## config.mk

```make
export PLATFORM = sky130hd
export DESIGN_NAME = pbcc_ctrl
export DESIGN_NICKNAME = d
export VERILOG_FILES = /design/src/pbcc_pkg.sv /design/src/pbcc_ctrl.sv
export SDC_FILE = /design/constraint.sdc
export NUM_CORES = 1
export LEC_CHECK = 0
export BUFFER_PORTS_ARGS = -buffer_cell sky130_fd_sc_hd__buf_2
export CAP_MARGIN = 10
export CORE_AREA = 2 2 39 41
export DETAILED_ROUTE_END_ITERATION = 10
export DIE_AREA = 0 0 41 43
export GPL_ROUTABILITY_DRIVEN = 1
export PLACE_DENSITY = 0.49
export SETUP_SLACK_MARGIN = 0.2
export SLEW_MARGIN = 25
export SYNTH_ARGS = -nofsm -noshare
export SYNTH_HDL_FRONTEND = slang
export SYNTH_SLANG_ARGS = --single-unit
```

## constraint.sdc

```tcl
create_clock -name clk -period 1.51 [get_ports clk]
set_input_delay 0.453 -clock clk [delete_from_list [all_inputs] [get_ports clk]]
set_output_delay 0.453 -clock clk [all_outputs]
set_load 0.01 [all_outputs]
```

## src/pbcc_pkg.sv

```systemverilog
// Package: types, constants and helpers for the pulse battery charge controller
package pbcc_pkg;

  localparam int unsigned BATTERY_COUNT = 3;
  localparam int unsigned NBAT          = 3;
  localparam int unsigned DUTY_FLOOR    = 256;
  localparam int unsigned FULL_DUTY     = 25600;
  localparam int          NIGHT_PANEL   = 2560;
  localparam int unsigned BAT_W         = 2;

  typedef enum logic [1:0] {
    PH_REST   = 2'd0,
    PH_BULK   = 2'd1,
    PH_ABSORB = 2'd2,
    PH_FLOAT  = 2'd3
  } phase_t;

  // configuration register indexes
  typedef enum logic [2:0] {
    REG_ALPHA_V   = 3'd0,
    REG_ALPHA_I   = 3'd1,
    REG_ABS_V     = 3'd2,
    REG_FLOAT_I   = 3'd3,
    REG_BULK_I    = 3'd4,
    REG_MIN_REST  = 3'd5,
    REG_FLOAT_DLY = 3'd6,
    REG_ABS_TICKS = 3'd7
  } reg_idx_t;

  typedef struct packed {
    logic signed [15:0] bat0_voltage;
    logic signed [15:0] bat0_current;
    logic signed [15:0] bat1_voltage;
    logic signed [15:0] bat1_current;
    logic signed [15:0] bat2_voltage;
    logic signed [15:0] bat2_current;
    logic signed [15:0] temperature;
    logic signed [15:0] panel_voltage;
    logic [1:0]         selected_battery;
  } in_word_t;

  typedef struct packed {
    logic        duty_valid;
    logic [14:0] duty_cycle;
    logic [1:0]  phase_bat0;
    logic [1:0]  phase_bat1;
    logic [1:0]  phase_bat2;
    logic        soc_reset;
  } out_word_t;

  typedef struct packed {
    logic [7:0]  alpha_v;
    logic [7:0]  alpha_i;
    logic [14:0] abs_v;
    logic [14:0] float_i;
    logic [14:0] bulk_i;
    logic [31:0] min_rest;
    logic [31:0] float_dly;
    logic [31:0] abs_ticks;
  } cfg_t;

  typedef enum logic [3:0] {
    ST_IDLE,
    ST_FILTER,
    ST_LIMIT,
    ST_PHASE,
    ST_PEAK_START,
    ST_PEAK_WAIT,
    ST_DMAX_START,
    ST_DMAX_WAIT,
    ST_FINISH,
    ST_OUT
  } ctl_state_t;

  // commands from the controller to the datapath
  typedef struct packed {
    logic load;
    logic filter;
    logic limit;
    logic phase;
    logic peak_start;
    logic dmax_start;
    logic finish;
  } dp_cmd_t;

  // status from the datapath to the controller
  typedef struct packed {
    logic div_done;
    logic sel_ok;
  } dp_sts_t;

  function automatic logic [31:0] sat_inc(input logic [31:0] v);
    logic [31:0] r;
    r = (v == 32'hFFFF_FFFF) ? v : v + 32'd1;
    return r;
  endfunction

endpackage

```

## src/pbcc_ctrl.sv

```systemverilog
// Controller: sequences one word through the datapath
module pbcc_ctrl import pbcc_pkg::*; (
  input  logic    clk,
  input  logic    rst_n,
  input  logic    in_valid,
  output logic    in_ready,
  output logic    out_valid,
  input  logic    out_ready,
  input  dp_sts_t sts,
  output dp_cmd_t cmd
);

  ctl_state_t state_r, state_nxt;

  // next state
  always_comb begin
    state_nxt     = state_r;
    case (state_r)
      ST_IDLE:       if (in_valid) state_nxt = ST_FILTER;
      ST_FILTER:     state_nxt = ST_LIMIT;
      ST_LIMIT:      state_nxt = ST_PHASE;
      ST_PHASE:      state_nxt = sts.sel_ok ? ST_PEAK_START : ST_FINISH;
      ST_PEAK_START: state_nxt = ST_PEAK_WAIT;
      ST_PEAK_WAIT:  if (sts.div_done) state_nxt = ST_DMAX_START;
      ST_DMAX_START: state_nxt = ST_DMAX_WAIT;
      ST_DMAX_WAIT:  if (sts.div_done) state_nxt = ST_FINISH;
      ST_FINISH:     state_nxt = ST_OUT;
      ST_OUT:        if (out_ready) state_nxt = ST_IDLE;
      default:       state_nxt = ST_IDLE;
    endcase
  end

  // outputs
  always_comb begin
    cmd            = '0;
    in_ready       = 1'b0;
    out_valid      = 1'b0;
    case (state_r)
      ST_IDLE: begin
        in_ready = 1'b1;
        cmd.load = in_valid;
      end
      ST_FILTER:     cmd.filter     = 1'b1;
      ST_LIMIT:      cmd.limit      = 1'b1;
      ST_PHASE:      cmd.phase      = 1'b1;
      ST_PEAK_START: cmd.peak_start = 1'b1;
      ST_DMAX_START: cmd.dmax_start = 1'b1;
      ST_FINISH:     cmd.finish     = 1'b1;
      ST_OUT:        out_valid      = 1'b1;
      default: ;
    endcase
  end

  always_ff @(posedge clk) begin
    if (!rst_n) begin
      state_r     <= ST_IDLE;
    end else begin
      state_r     <= state_nxt;
    end
  end

  // assertions
  a_ready_idle: assert property (@(posedge clk) disable iff (!rst_n)
    in_ready |-> state_r == ST_IDLE) else $error("ready outside idle");
  a_no_overlap: assert property (@(posedge clk) disable iff (!rst_n)
    !(in_ready && out_valid)) else $error("input and output overlap");
  a_out_holds: assert property (@(posedge clk) disable iff (!rst_n)
    out_valid && !out_ready |=> out_valid) else $error("result dropped");

endmodule

```

Word-level counts from Yosys, hierarchy flattened
Cells that the tools add are included.
- input port bits: 6
- bits in registers: 4
- output and inout bits: 9
- reductions and logical operators: 2
- equal/unequal tests: 13
- mux-type cells: 15
- operators with widths (operator ; number):
    4-bit case mux with 10 select lines ; 1
    4-bit two-way mux ; 5
    4-bit by 3-bit == test with 1-bit output, second input constant ; 4
    1-bit two-way mux ; 9
    4-bit by 2-bit == test with 1-bit output, second input constant ; 2
    4-bit == test, second input constant ; 2
    2-bit != test, second input constant ; 4
    4-bit by 1-bit == test with 1-bit output, second input constant ; 1
    4-bit zero test ; 1
    4-bit AND reduction ; 1

Logic depth before layout (Yosys ltp)
- depth after elaboration: 3
- mapped depth: 4
- depth with buffers taken out: 3

Worst setup path before layout
OpenSTA, ideal clock, no wires.
- kind: register to output
- start: reg state_r[0]
- end: out cmd[6] (netlist name)
- data required time: 1057 ps
- arrival: 1067 ps
- cell stages (with the launch flop): 4
- slack: -10 ps
- cells stage by stage: dfxtp_1 -> buf_4 -> nor4_2 -> and2_1
- RTL lines (item ; line ; RTL):
    start: declaration ; pbcc_ctrl.sv:13 ; ctl_state_t state_r, state_nxt;
    start signal: assignment ; pbcc_ctrl.sv:58 ; state_r <= state_nxt;
    end: declaration ; pbcc_ctrl.sv:10 ; output dp_cmd_t cmd

==> impl_metrics.tcl <==
set metrics [dict create \
    outcome "finished, violations left" \
    violations "setup timing" \
    synth_seq_cells 4 \
    core_area_um2 1380 \
    worstPathCellList "nor4_4 -> and2_4 -> buf_6" \
    tritoncts "done" \
    largest_reg_flops 4 \
    areaGrowthSynthToFinish_pct 80.6 \
    cp-end-kind "output port" \
    period_share_pct 106 \
    grt_pass1_vias 342 \
    cts_max_level 1 \
    arrival_ns 1.14 \
    fin_crit_ns 1.59 \
    grt_pass1_wl_mm 1.54 \
    viasPerCell 4.73 \
    fp.dieH_um 43 \
    hold_path.class "primary input to flip-flop" \
    critPathKind "flip-flop to output port" \
    drtAntennaViolNets 0 \
    layout-drive-gt1-share_pct 73.0 \
    cpPeakStageDelay_ns 0.34 \
    grt_overflow_total 0 \
    layout.cells.most_common "buf_2" \
    fin_hold_ws_ns 0.453 \
    num_rows 14 \
    initial_core_util_pct 22.4 \
    firstDrtPassIters 4 \
    cp-start-kind "flip-flop" \
    rsz0062_at_grt "true" \
    root_buffer "clkbuf_4" \
    static-leakage-power_nw 0.240 \
    design_area_um2 561 \
    synth_top_flop_cell "dfxtp_1" \
    worstMarginPinSlew_ns 0.303 \
    num_vias 374 \
    placed_area_um2 430 \
    worst_slack_ns -0.0849 \
    worstSkewPairLatency_ns 0.23 \
    grt_max_degree 7 \
    synth-edff-count 0 \
    top_register "state_r" \
    slew_headroom_pct 79.7 \
    finalHoldViolations 0 \
    seq_area_frac_synth_pct 25.8 \
    die_w_um 41 \
    cts_buffers 3 \
    maxCapViolCount 0 \
    final_max_slew_viol_count 0 \
    slowest_stage "dfxtp_4" \
    irDropWorstVdd_v 0.000301 \
    cts_buffer_depth 2 \
    top_level_ports 15 \
    setup_viol 4 \
    synthCells 40 \
    cts_sinks 4 \
    wirelength_um 924 \
    finClkSkew_ns 0.00170 \
    place.gp.congestion 0.689 \
    multi_input_area_um2 260 \
    max_freq_mhz 627 \
    antenna_found_initial 0 \
    ys_async_sr_fraction_pct 0 \
    yosys.area.top_type "dfxtp_1" \
    nFillCells 151 \
    synth_nets 46 \
    syn_avg_cell_area_um2 7.76 \
    diodes 0 \
    ys_top_cells_by_area "dfxtp_1, nand2b_1, nor3_1" \
    drcViolationCount 0 \
    dp_cells 72 \
    yosysWarnings 0 \
    clk_pin_slew_ns 0.04 \
    io_buffers 14 \
    die_area_um2 1760 \
    cts_hold_buf 0 \
    layout_common_cells "buf_2, buf_4, nor3_2, buf_6, dfxtp_4" \
    synth_top_area_share_pct 25.8 \
    required_ns 1.06 \
    top_regs "state_r (4)" \
    dp_hpwl_um 633 \
    drt-initial-drc-count 3 \
    final_nets 71 \
    power.total_uw 425 \
    seq_area_um2 95.1 \
    gr-usage-all-layers_pct 13.2 \
    p_per_area_nw_per_um2 758 \
    synthesis.area_um2 310 \
    synth_cell_types 23 \
    crit_fanout 3 \
    wl_per_cell_um 11.7 \
    layoutNonFillerInstCount 79 \
]
[worst paths after layout]
path | to | startpoint | depth (start not counted) | slack (ns)
setup / recovery | cmd[6] | state_r[0] | 3 | -0.08
hold / removal | state_r[3] | rst_n | 2 | 0.45
setup reg to reg | state_r[0] | state_r[3] | 4 | 0.25
hold reg to reg | state_r[0] | state_r[0] | 3 | 0.68
[final cells by class]
class                      instances  area share [%]
multi-input combinational         31            46.4
timing repair buffer              23            27.7
sequential                         4            17.0
clock buffer                       3            4.02
tap                               16            3.57
inverter                           2            1.34
[cell usage after synthesis (2+ instances only)]
cell type,n
dfxtp_1,4
inv_1,2
nand2_1,4
nand2b_1,4
nor2_1,4
nor3_1,5
[repair_timing]
item | in CTS | in global routing
pin swaps | 5 | 2
hold endpoints to repair | 0 | 0
setup buffers | 4 | 0
gates resized for setup | 17 | 6
setup endpoints to repair | 10 | 10
[layer usage]
metal	track usage, %	share of wire [%]	vias to the layer above
met5	0	0	-
met4	8.00	0	0
met3	5.24	5.1	0
met2	20.3	55	11
met1	14.4	40	176
li1	-	-	187
[metrics by stage]
stage | setup TNS (ns) | setup slack, ns | utilization (%)
after CTS | -0.271 | -0.105 | 38.7
after global routing | -0.551 | -0.140 | 40.5
after global placement | 0 | 0.0664 | 31.1
after detailed placement | 0 | 0.0580 | 31.1
after floorplan | 0 | 0.0907 | -
final | -0.131 | -0.0849 | 40.5
[critical path, delay by kind of cell (launching register included)]
kind          cells  cell delay, ns
buf+inv           1            0.09
flops             1            0.34
simple gates      2            0.48
[power by group]
| part | switching (mW) | internal, mW |
|---|---|---|
| Combinational | 0.0768 | 0.0930 |
| Sequential | 0.0137 | 0.114 |
| Clock | 0.0390 | 0.0886 |
[cells by family (layout without fill, tap and decap cells)]
logic type | count (synthesis) | in the layout | synth area share (%)
AOI/OAI and AO/OA | 8 | 8 | 20.2
buffers and inverters | 5 | 28 | 10.1
DFF | 4 | 4 | 25.8
and+or+nand+nor | 23 | 23 | 43.9
Power figures use the tool's default switching activity.
